===== config.mk =====
export PLATFORM = sky130hd
export DESIGN_NAME = base64_stream_encoder_core
export DESIGN_NICKNAME = d
export VERILOG_FILES = /design/src/sv/b64se_pkg.sv /design/src/sv/b64se_front.sv /design/src/sv/b64se_queue.sv /design/src/sv/b64se_back.sv /design/src/sv/base64_stream_encoder_core.sv
export SDC_FILE = /design/constraint.sdc
export NUM_CORES = 1
export LEC_CHECK = 0
export BUFFER_PORTS_ARGS = -buffer_cell sky130_fd_sc_hd__buf_2
export CELL_PAD_IN_SITES_DETAIL_PLACEMENT = 1
export CELL_PAD_IN_SITES_GLOBAL_PLACEMENT = 2
export CORE_UTILIZATION = 40
export CTS_CLUSTER_DIAMETER = 100
export DETAILED_ROUTE_END_ITERATION = 8
export PLACE_DENSITY_LB_ADDON = 0.1
export RECOVER_POWER = 25
export SLEW_MARGIN = 20
export SYNTH_ARGS = -nofsm -noshare
export SYNTH_HDL_FRONTEND = slang
export SYNTH_SLANG_ARGS = --single-unit

===== constraint.sdc =====
create_clock -name i_clk -period 3.6 [get_ports i_clk]
set_clock_uncertainty 0.1 [all_clocks]
set_input_delay 0.36 -clock i_clk [delete_from_list [all_inputs] [get_ports i_clk]]
set_output_delay 0.36 -clock i_clk [all_outputs]
set_load 0.1 [all_outputs]

===== src/sv/b64se_pkg.sv =====
// ----------------------------------------------------------------------------
// b64se_pkg
// shared types, constants and the sextet-to-character mapping for the
// base64 stream encoder
// ----------------------------------------------------------------------------
package b64se_pkg;

    localparam int QUEUE_DEPTH = 2;

    localparam logic [6:0] PAD_CHAR = 7'h3D;

    typedef struct packed {
        logic [7:0] data_byte;
        logic       end_of_message;
    } t_in_word;

    typedef struct packed {
        logic [6:0] out_char;
        logic       out_last;
    } t_out_word;

    // one complete or final group handed from front to back
    typedef struct packed {
        logic [23:0] bits;
        logic [1:0]  pad_count;
        logic        last;
    } t_group;

    function automatic logic [6:0] sextet_char(input logic [5:0] v);
        logic [6:0] c;
        if (v < 6'd26) begin
            c = 7'd65 + {1'b0, v};
        end else if (v < 6'd52) begin
            c = 7'd97 + {1'b0, v - 6'd26};
        end else if (v < 6'd62) begin
            c = 7'd48 + {1'b0, v - 6'd52};
        end else if (v == 6'd62) begin
            c = 7'd43;
        end else begin
            c = 7'd47;
        end
        return c;
    endfunction

endpackage


===== src/sv/b64se_front.sv =====
// ----------------------------------------------------------------------------
// b64se_front
// accepts input words, collects bytes into groups of three and hands a
// group to the queue when it is full or the message ends
// ----------------------------------------------------------------------------
module b64se_front (
    input  logic                 i_clk,
    input  logic                 i_rst_n,
    input  logic                 i_valid,
    output logic                 o_ready,
    input  b64se_pkg::t_in_word  i_data,
    input  logic                 i_queue_full,
    output logic                 o_push,
    output b64se_pkg::t_group    o_group
);

    logic [1:0] r_count;
    logic [1:0] n_count;
    logic [7:0] r_byte0;
    logic [7:0] r_byte1;
    logic       accept;
    logic       emit;

    assign o_ready = !i_queue_full;
    assign accept  = i_valid && o_ready;
    assign emit    = (r_count == 2'd2) || i_data.end_of_message;
    assign o_push  = accept && emit;

    always_comb begin
        o_group.last = i_data.end_of_message;
        case (r_count)
            2'd0: begin
                o_group.bits      = {i_data.data_byte, 16'd0};
                o_group.pad_count = 2'd2;
            end
            2'd1: begin
                o_group.bits      = {r_byte0, i_data.data_byte, 8'd0};
                o_group.pad_count = 2'd1;
            end
            default: begin
                o_group.bits      = {r_byte0, r_byte1, i_data.data_byte};
                o_group.pad_count = 2'd0;
            end
        endcase
    end

    always_comb begin
        n_count = r_count;
        if (accept) begin
            n_count = emit ? 2'd0 : r_count + 2'd1;
        end
    end

    always_ff @(posedge i_clk) begin
        if (!i_rst_n) begin
            r_count <= 2'd0;
        end else begin
            r_count <= n_count;
        end
    end

    always_ff @(posedge i_clk) begin
        if (accept && !emit) begin
            if (r_count == 2'd0) begin
                r_byte0 <= i_data.data_byte;
            end else begin
                r_byte1 <= i_data.data_byte;
            end
        end
    end

endmodule


===== src/sv/b64se_queue.sv =====
// ----------------------------------------------------------------------------
// b64se_queue
// small first-in first-out queue of groups between front and back
// ----------------------------------------------------------------------------
module b64se_queue #(
    parameter int DEPTH = b64se_pkg::QUEUE_DEPTH
) (
    input  logic              i_clk,
    input  logic              i_rst_n,
    input  logic              i_push,
    input  b64se_pkg::t_group i_group,
    input  logic              i_pop,
    output b64se_pkg::t_group o_group,
    output logic              o_full,
    output logic              o_empty
);

    localparam int AW = (DEPTH > 1) ? $clog2(DEPTH) : 1;

    b64se_pkg::t_group r_mem [DEPTH];
    logic [AW:0] r_wr_ptr;
    logic [AW:0] r_rd_ptr;

    assign o_empty = (r_wr_ptr == r_rd_ptr);
    assign o_full  = (r_wr_ptr[AW] != r_rd_ptr[AW]) &&
                     (r_wr_ptr[AW-1:0] == r_rd_ptr[AW-1:0]);
    assign o_group = r_mem[r_rd_ptr[AW-1:0]];

    always_ff @(posedge i_clk) begin
        if (!i_rst_n) begin
            r_wr_ptr <= '0;
            r_rd_ptr <= '0;
        end else begin
            if (i_push && !o_full) begin
                r_wr_ptr <= r_wr_ptr + 1'b1;
            end
            if (i_pop && !o_empty) begin
                r_rd_ptr <= r_rd_ptr + 1'b1;
            end
        end
    end

    always_ff @(posedge i_clk) begin
        if (i_push && !o_full) begin
            r_mem[r_wr_ptr[AW-1:0]] <= i_group;
        end
    end

endmodule


===== src/sv/b64se_back.sv =====
// ----------------------------------------------------------------------------
// b64se_back
// takes groups from the queue and sends their four characters, one word
// per cycle unless the output stalls, through an output register
// ----------------------------------------------------------------------------
module b64se_back (
    input  logic                 i_clk,
    input  logic                 i_rst_n,
    input  logic                 i_queue_empty,
    input  b64se_pkg::t_group    i_group,
    output logic                 o_pop,
    output logic                 o_valid,
    input  logic                 i_ready,
    output b64se_pkg::t_out_word o_data
);

    logic                 r_busy;
    logic [1:0]           r_idx;
    b64se_pkg::t_group    r_grp;
    logic                 r_out_valid;
    b64se_pkg::t_out_word r_out;
    b64se_pkg::t_out_word n_out;
    logic                 load_out;
    logic                 final_char;
    logic [5:0]           sextet;

    assign load_out   = r_busy && (!r_out_valid || i_ready);
    assign final_char = (r_idx == 2'd3);
    assign o_pop      = !i_queue_empty && (!r_busy || (load_out && final_char));
    assign o_valid    = r_out_valid;
    assign o_data     = r_out;

    always_comb begin
        case (r_idx)
            2'd0:    sextet = r_grp.bits[23:18];
            2'd1:    sextet = r_grp.bits[17:12];
            2'd2:    sextet = r_grp.bits[11:6];
            default: sextet = r_grp.bits[5:0];
        endcase
        if ({1'b0, r_idx} >= 3'd4 - {1'b0, r_grp.pad_count}) begin
            n_out.out_char = b64se_pkg::PAD_CHAR;
        end else begin
            n_out.out_char = b64se_pkg::sextet_char(sextet);
        end
        n_out.out_last = final_char && r_grp.last;
    end

    always_ff @(posedge i_clk) begin
        if (!i_rst_n) begin
            r_busy      <= 1'b0;
            r_idx       <= 2'd0;
            r_out_valid <= 1'b0;
        end else begin
            if (o_pop) begin
                r_busy <= 1'b1;
                r_idx  <= 2'd0;
            end else if (load_out) begin
                r_idx <= r_idx + 2'd1;
                if (final_char) begin
                    r_busy <= 1'b0;
                end
            end
            if (load_out) begin
                r_out_valid <= 1'b1;
            end else if (i_ready) begin
                r_out_valid <= 1'b0;
            end
        end
    end

    always_ff @(posedge i_clk) begin
        if (o_pop) begin
            r_grp <= i_group;
        end
        if (load_out) begin
            r_out <= n_out;
        end
    end

endmodule


===== src/sv/base64_stream_encoder_core.sv =====
// ----------------------------------------------------------------------------
// base64_stream_encoder_core
// streaming base64 encoder, standard alphabet with '=' padding
//
// input channel: one raw byte per word with an end-of-message flag
// (i_valid / o_ready). output channel: one ascii character per word with
// a last flag on the final character of the message (o_valid / i_ready).
// every third byte, and every byte flagged end of message, closes a group
// that yields four characters; groups wait in a small queue between the
// byte collector and the character sequencer.
// the byte that closes a group is written into the queue; the group then
// moves into the sequencer's group register, and its first character into
// the output register. throughput: one character per cycle while i_ready
// is high, set by the single-character output register; every three bytes
// yield four characters, and a final one or two bytes still yield four.
// reset clears the byte count, the queue, the sequencer state and the output valid flag.
// a stall on the output holds the current character; the queue then fills
// and o_ready drops until room frees up again.
// ----------------------------------------------------------------------------
module base64_stream_encoder_core #(
    parameter int QUEUE_DEPTH = b64se_pkg::QUEUE_DEPTH
) (
    input  logic                 i_clk,
    input  logic                 i_rst_n,
    input  logic                 i_valid,
    output logic                 o_ready,
    input  b64se_pkg::t_in_word  i_data,
    output logic                 o_valid,
    input  logic                 i_ready,
    output b64se_pkg::t_out_word o_data
);

    b64se_pkg::t_group push_group;
    b64se_pkg::t_group head_group;
    logic              push;
    logic              pop;
    logic              queue_full;
    logic              queue_empty;

    b64se_front u_front (
        .i_clk        (i_clk),
        .i_rst_n      (i_rst_n),
        .i_valid      (i_valid),
        .o_ready      (o_ready),
        .i_data       (i_data),
        .i_queue_full (queue_full),
        .o_push       (push),
        .o_group      (push_group)
    );

    b64se_queue #(
        .DEPTH (QUEUE_DEPTH)
    ) u_queue (
        .i_clk   (i_clk),
        .i_rst_n (i_rst_n),
        .i_push  (push),
        .i_group (push_group),
        .i_pop   (pop),
        .o_group (head_group),
        .o_full  (queue_full),
        .o_empty (queue_empty)
    );

    b64se_back u_back (
        .i_clk         (i_clk),
        .i_rst_n       (i_rst_n),
        .i_queue_empty (queue_empty),
        .i_group       (head_group),
        .o_pop         (pop),
        .o_valid       (o_valid),
        .i_ready       (i_ready),
        .o_data        (o_data)
    );

endmodule


Word level (Yosys, flattened, before mapping)
Memory sizes are Yosys's and may differ from the RTL's. A register that Yosys moved wholly into a read port is not among the register bits.
Cells that the tools add are included.

word-level totals
  register bits = 34
  memory bits (writable) = 54
  output and inout bits = 10
  logic and storage cells = 77
  memories = 1

operators by class
  add/sub/neg operators = 10
  $lt $le $gt $ge = 4
  equal/unequal tests = 9
  muxes and demuxes = 14
  bitwise operators = 2
  reduce and logical (&&, ||, !) cells = 27

memories
  name           words  bits a word  rd ports  clocked after Yosys merged registers in  write ports  RTL line           text
  u_queue.r_mem  2      27           1         1                                        1            b64se_queue.sv:20  b64se_pkg::t_group r_mem [DEPTH];

operator list
  cell                   count
  $pmux W26 S2           1
  $mux W7                3
  $pmux W6 S3            1
  $add A7 B6 Y7 const A  2
  $lt A6 B6 Y1 const B   2
  $logic_and A1 B1 Y1    10
  $add A2 B1 Y2 const B  4
  $add A6 B6 Y7 const A  1
  $mux W1                7
  $eq A2 B2 Y1 const B   3
  $eq A6 B6 Y1 const B   1
  $lt A6 B5 Y1 const B   1
  $reduce_and A2 Y1      3
  $reduce_bool A2 Y1     3
  $sub A6 B5 Y6 const B  1
  $sub A6 B6 Y6 const B  1
  $logic_not A1 Y1       5
  $eq A2 B1 Y1 const B   2
  $logic_not A2 Y1       2
  $ge A2 B3 Y1           1
  $logic_or A1 B1 Y1     3
  $mux W3                1
  $sub A3 B2 Y3 const A  1
  $eq A2 B2 Y1           1
  5 further kinds        6

Longest topological paths before layout
  depth after elaboration = 8
  depth in mapped cells = 13

Modules after synthesis
From an unflattened synthesis, not the netlist that was laid out.

second synthesis, totals
  cell total of the unflattened synthesis = 389
  area, all modules = 5316.3 um2

modules (own cells, without submodules)
  module       instances  cells an instance  area each (um2)
  b64se_queue  1          116                2209.6
  b64se_back   1          170                2059.5
  b64se_front  1          103                1047.3

Least setup slack after synthesis
No wires, ideal clock.

  path type = reg-to-reg
  start = reg u_queue.r_wr_ptr[0]
  end = reg u_queue.r_wr_ptr[1]
  library setup time = 116 ps
  arrival = 4173 ps
  data required time = 3384 ps
  path slack = -789 ps
  stages on the path, launching flop included = 7
  path buffers = 0
  clock period less this slack = 4389 ps
  path through = dfxtp_1 -> xor2_1 -> nand2b_1 -> nand2_1 -> nor3b_1 -> xor2_1 -> and2_1

on the way
  cells in the longest elaborated chain, start to end = 6
  elaborated cells on any way between the ends = 7
  classes of those cells = 1 x add/sub; 1 x eq/ne; 5 x reduce/logical

RTL lines
  item                    RTL line                          text
  from (decl)             b64se_queue.sv:21                 logic [AW:0] r_wr_ptr;
  from (signal assigned)  b64se_queue.sv:35                 r_wr_ptr <= r_wr_ptr + 1'b1;
  $eq A1 B1 Y1 *          b64se_queue.sv:26                 (r_wr_ptr[AW-1:0] == r_rd_ptr[AW-1:0]);
  $logic_and A1 B1 Y1 *   b64se_queue.sv:25                 assign o_full = (r_wr_ptr[AW] != r_rd_ptr[AW]) &&
  $logic_not A1 Y1 *      b64se_front.sv:24                 assign o_ready = !i_queue_full;
  named net o_ready       base64_stream_encoder_core.sv:26  output logic o_ready,
  $logic_and A1 B1 Y1     b64se_front.sv:25                 assign accept = i_valid && o_ready;
  $logic_and A1 B1 Y1     b64se_front.sv:27                 assign o_push = accept && emit;
  $logic_and A1 B1 Y1 *   b64se_queue.sv:34                 if (i_push && !o_full) begin

Mark *: on every way through the listed nets, which the timed path passes. The rest lies on a longest branch.
A chain may end at the register's enable or synchronous reset.

Final worst setup path
  start = reg u_back.r_idx[0]
  end = reg u_back.r_out, in the netlist u_back.o_data[7] (data pin)

on the way
  cells in the longest elaborated chain, start to end = 7
  elaborated cells on any way between the ends = 16
  classes of those cells = 5 x add/sub; 4 x order compare; 2 x eq/ne; 4 x mux; 1 x reduce/logical

RTL lines
  item                                  RTL line          text
  from (decl)                           b64se_back.sv:18  logic [1:0] r_idx;
  from (signal assigned)                b64se_back.sv:58  r_idx <= r_idx + 2'd1;
  $eq A2 B2 Y1 (tied with other cells)  b64se_back.sv:34  case (r_idx)
  $pmux W6 S3                           b64se_back.sv:34
  $sub A6 B6 Y6                         b64se_pkg.sv:36   c = 7'd48 + {1'b0, v - 6'd52};
  $add A6 B6 Y7                         b64se_pkg.sv:36
  $mux W7                               b64se_pkg.sv:35   end else if (v < 6'd62) begin
  $mux W7                               b64se_pkg.sv:33   end else if (v < 6'd52) begin
  $mux W7                               b64se_pkg.sv:31   if (v < 6'd26) begin
  to (signal assigned)                  b64se_back.sv:76  r_out <= n_out;
  to (decl)                             b64se_back.sv:21  b64se_pkg::t_out_word r_out;

Several ways; a longest one is shown, not always the timed one.

==> impl_results.md <==
- Outcome: finished, violations left
- Failing checks: capacitance limit, slew limit
- Routed len/inst: 18.0 µm
- Largest net degree at the start of global routing: 31
- Fin Setup TNS: 0 ns
- Cts hold-fix bufs: 0
- Max H-tree Level: 4
- Max Freq: 294 MHz
- Hold path depth: 1
- Worst skew pair latency: 0.40 ns
- Worst reg2reg path endpoint: u_back.o_data[7]$_SDFFCE_PP0P_
- Grt total ovfl: 0
- Worst-path maximum fanout: 12
- Post-synthesis compound-gate area fraction: 9.24%
- Ys flop type: edfxtp_1
- WL final: 10300 µm
- Initial DRT Pass Iterations: 4
- Area share of fa/ha/maj cells after synthesis: 4.63%
- Worst Hold Class: input pin to flip-flop
- Final Max Slew Viols: 30
- Largest family of logic cells by synthesized area: compound AO/OA/AOI/OAI gates
- PostCTS Resize Cnt: 0
- Pre-CTS setup slack: 0.217 ns
- Yosys reg bits: 115
- Syn. warnings: 0
- Worst path top cell family by delay: compound AO/OA/AOI/OAI gates
- Cts bufs inserted: 17
- DR vias/cell: 5.03
- Layout cell share with drive strength beyond 1: 22.6%
- Nets: 421
- Hold_sp: i_data[0]
- Die W: 115 µm
- # rows: 40
- Crit Reg-Reg Startpoint: u_back.r_idx[0]$_SDFFE_PP0P_
- Bufs on Longest Clock Path: 2
- Cell area after synthesis: 5080 µm²
- Vias: 2870
- RSZ-0062 raised after global routing: no
- Setup Fix Bufs, Post-CTS: 0
- Peak supply drop: 430 µV
- DP Area: 5480 µm²
- Mapped Avg Cell Area: 14.6 µm²
- Rel. slew slack: -10.2%
- Crit path capture type: flip-flop
- Clock-pin slew on the worst setup and hold paths: 0.05 ns
- Antenna Cells: 0
- Post-Layout Cell Count: 571
- Syn_nets: 379
- Final setup fails: 0
- Number of flops mapped to enable cells by yosys: 105
- Critical path required time: 3.65 ns
- Final hold vios: 0
- Mapped Cells: 348
- Leakage: 2.19 nW
- Mux cell area share after synthesis: 7.22%
- Slowest CP cell: a222oi_1
- Initial antenna violation count: 0
- CP max stage delay: 0.50 ns
- Storage element area: 3350 µm²
- Post-synth ARST share: 0%
- Post-route DRC: 0
- GPL Wtd Cong: 0.833
- Vias in the first global route: 3036
- Seq/Total Area, Yosys: 66.0%
- Post-Synth XOR/XNOR Area: 2.24%
- I/O pins: 23
- Netlist cell types: 54
- Core ar.: 12200 µm²
- Post-Synth Simple-Gate Area: 8.13%
- Area share of the leading cell type in the synthesized netlist: 62.1%
- Clk sinks: 115
- Slew @ Worst Pin: 1.65 ns
- Placed cells: 539
- P&R area growth vs syn: 19.4%
- Crit path kind: flip-flop to flip-flop
- Maxcap violations: 1
- Cell with the most instances after synthesis: edfxtp_1
- Fill count: 1237
- Commonest cells in the netlist: edfxtp_1, mux2_2, ha_1, inv_1
- Die Height: 115 µm
- Critical path cell sequence: inv_1 > ha_1 > a222oi_1 > mux2i_4 > buf_4 > ha_1 > inv_1 > a211o_1 > xor2_1 > nor4_1 > nor3_1 > o32a_1
- TritonCTS clock tree: built
- Final Instance Area: 6060 µm²
- Starting DRT DRC Count: 212
- Pwr dens: 947 nW/µm²
- Worst Path Buf+Inv: 3
- CP Launch Type: flip-flop
- Hold EP: u_queue.r_mem[1][0]$_DFFE_PP_
- Largest cells by area after synthesis: edfxtp_1, mux2_2, ha_1
- Post-route clock period utilization: 94.4%
- IO Port Bufs: 22
- Reg2Reg Depth: 12
- CP arrival: 3.45 ns
- Area of the multi-input gates: 1640 µm²
- Detailed placement HPWL: 7190 µm
- Antenna Nets Post-Route: 0
- Final worst path period need: 3.40 ns
- Total power: 5.74 mW
- Root buffer cell: clkbuf_16
- Initial Utilization: 41.6%
- Final setup margin: 0.203 ns
- First-pass GRT wire length: 16300 µm
- GRT Total Usage: 17.4%
- Reg2Reg Setup Slack: 0.20 ns
- Cell taking the most area after synthesis: edfxtp_1
- Die area: 13200 µm²
[flip-flops by register name (all words and copies together) (netlist names)]
name              flops
u_back.r_idx          2
u_back.o_data         8
u_queue.r_mem        54
u_back.r_grp         27
u_queue.r_rd_ptr      2
u_front.r_byte1       8
u_back.o_valid        1
u_front.r_count       2
u_queue.r_wr_ptr      2
u_back.r_busy         1
u_front.r_byte0       8
[logic make-up (layout without fill, tap and decap cells)]
group,after synthesis,after routing
AO/OA/AOI/OAI,64,64
XOR/XNOR,13,13
adder cells (fa/ha/maj),19,19
buffers and inverters,32,87
flip-flops,115,115
multiplexers,32,32
AND/OR/NAND/NOR,73,73
[placed cells by master (no fill, tap or decap), drive strengths merged, types with 10 or more instances in the layout]
master | netlist | final
a21oi | 13 | 13
a22o | 14 | 14
and2 | 14 | 14
buf | 6 | 23
clkbuf | 5 | 30
dfxtp | 10 | 10
edfxtp | 105 | 105
ha | 18 | 18
inv | 21 | 21
mux2 | 27 | 27
nand2 | 13 | 13
nor2 | 10 | 10
o21ai | 11 | 11
[layer usage]
layer / GRT usage, % / wire length [µm] / share of wire (%)
met3: 5.13 / 258 / 2.5
met1: 21.9 / 4870 / 47
met5: 0 / 0 / 0
met4: 4.94 / 61 / 0.59
met2: 29.1 / 5100 / 50
[power breakdown]
group | internal, mW | switching (mW) | leakage, nW | total [mW]
Clock | 1.14 | 0.551 | 0.287 | 1.69
Combinational | 0.722 | 1.41 | 0.843 | 2.13
Sequential | 1.82 | 0.0919 | 1.06 | 1.91
Total | 3.69 | 2.06 | 2.19 | 5.74
[how the worst max path moves through the flow]
| stage | startpoint | end | slack [ns] | cells after the start |
|---|---|---|---|---|
| floorplan | u_queue.r_wr_ptr[0]$_SDFFE_PN0P_ | u_queue.r_wr_ptr[1]$_SDFFE_PN0P_ | 0.16 | 6 |
| global placement | u_back.r_idx[0]$_SDFFE_PP0P_ | u_back.o_data[7]$_SDFFCE_PP0P_ | 0.26 | 12 |
| detailed placement | u_back.r_idx[0]$_SDFFE_PP0P_ | u_back.o_data[7]$_SDFFCE_PP0P_ | 0.22 | 12 |
| CTS | u_back.r_idx[0]$_SDFFE_PP0P_ | u_back.o_data[7]$_SDFFCE_PP0P_ | 0.18 | 12 |
| global route | u_back.r_idx[0]$_SDFFE_PP0P_ | u_back.o_data[4]$_SDFFCE_PP1P_ | 0.003 | 12 |
| finish | u_back.r_idx[0]$_SDFFE_PP0P_ | u_back.o_data[7]$_SDFFCE_PP0P_ | 0.20 | 12 |
[worst reg2reg max path, delay by kind of cell, from the launching register on]
| family | cells | cell delay, ns |
|---|---|---|
| mux | 1 | 0.15 |
| buf+inv | 3 | 0.42 |
| xor+xnor | 1 | 0.10 |
| simple gates | 2 | 0.43 |
| compound gates | 3 | 1.01 |
| fa+ha+maj | 2 | 0.54 |
| flops | 1 | 0.40 |
[stage by stage]
step,utilization (%),hold WS [ns]
5_1_grt,49.7,0.148
3_5_place_dp,44.8,0.413
6_report,49.7,0.152
3_3_place_gp,44.8,0.391
4_1_cts,49.7,0.0738
2_1_floorplan,-,0.359
[final cells by class]
cell class | count | share of cell area [%]
Sequential cell | 115 | 55.3
Multi-Input combinational cell | 201 | 27.0
Clock buffer | 19 | 7.14
Tap cell | 168 | 3.47
Timing Repair Buffer | 34 | 2.99
Clock inverter | 13 | 2.72
Inverter | 21 | 1.34
Power figures use the tool's default switching activity.
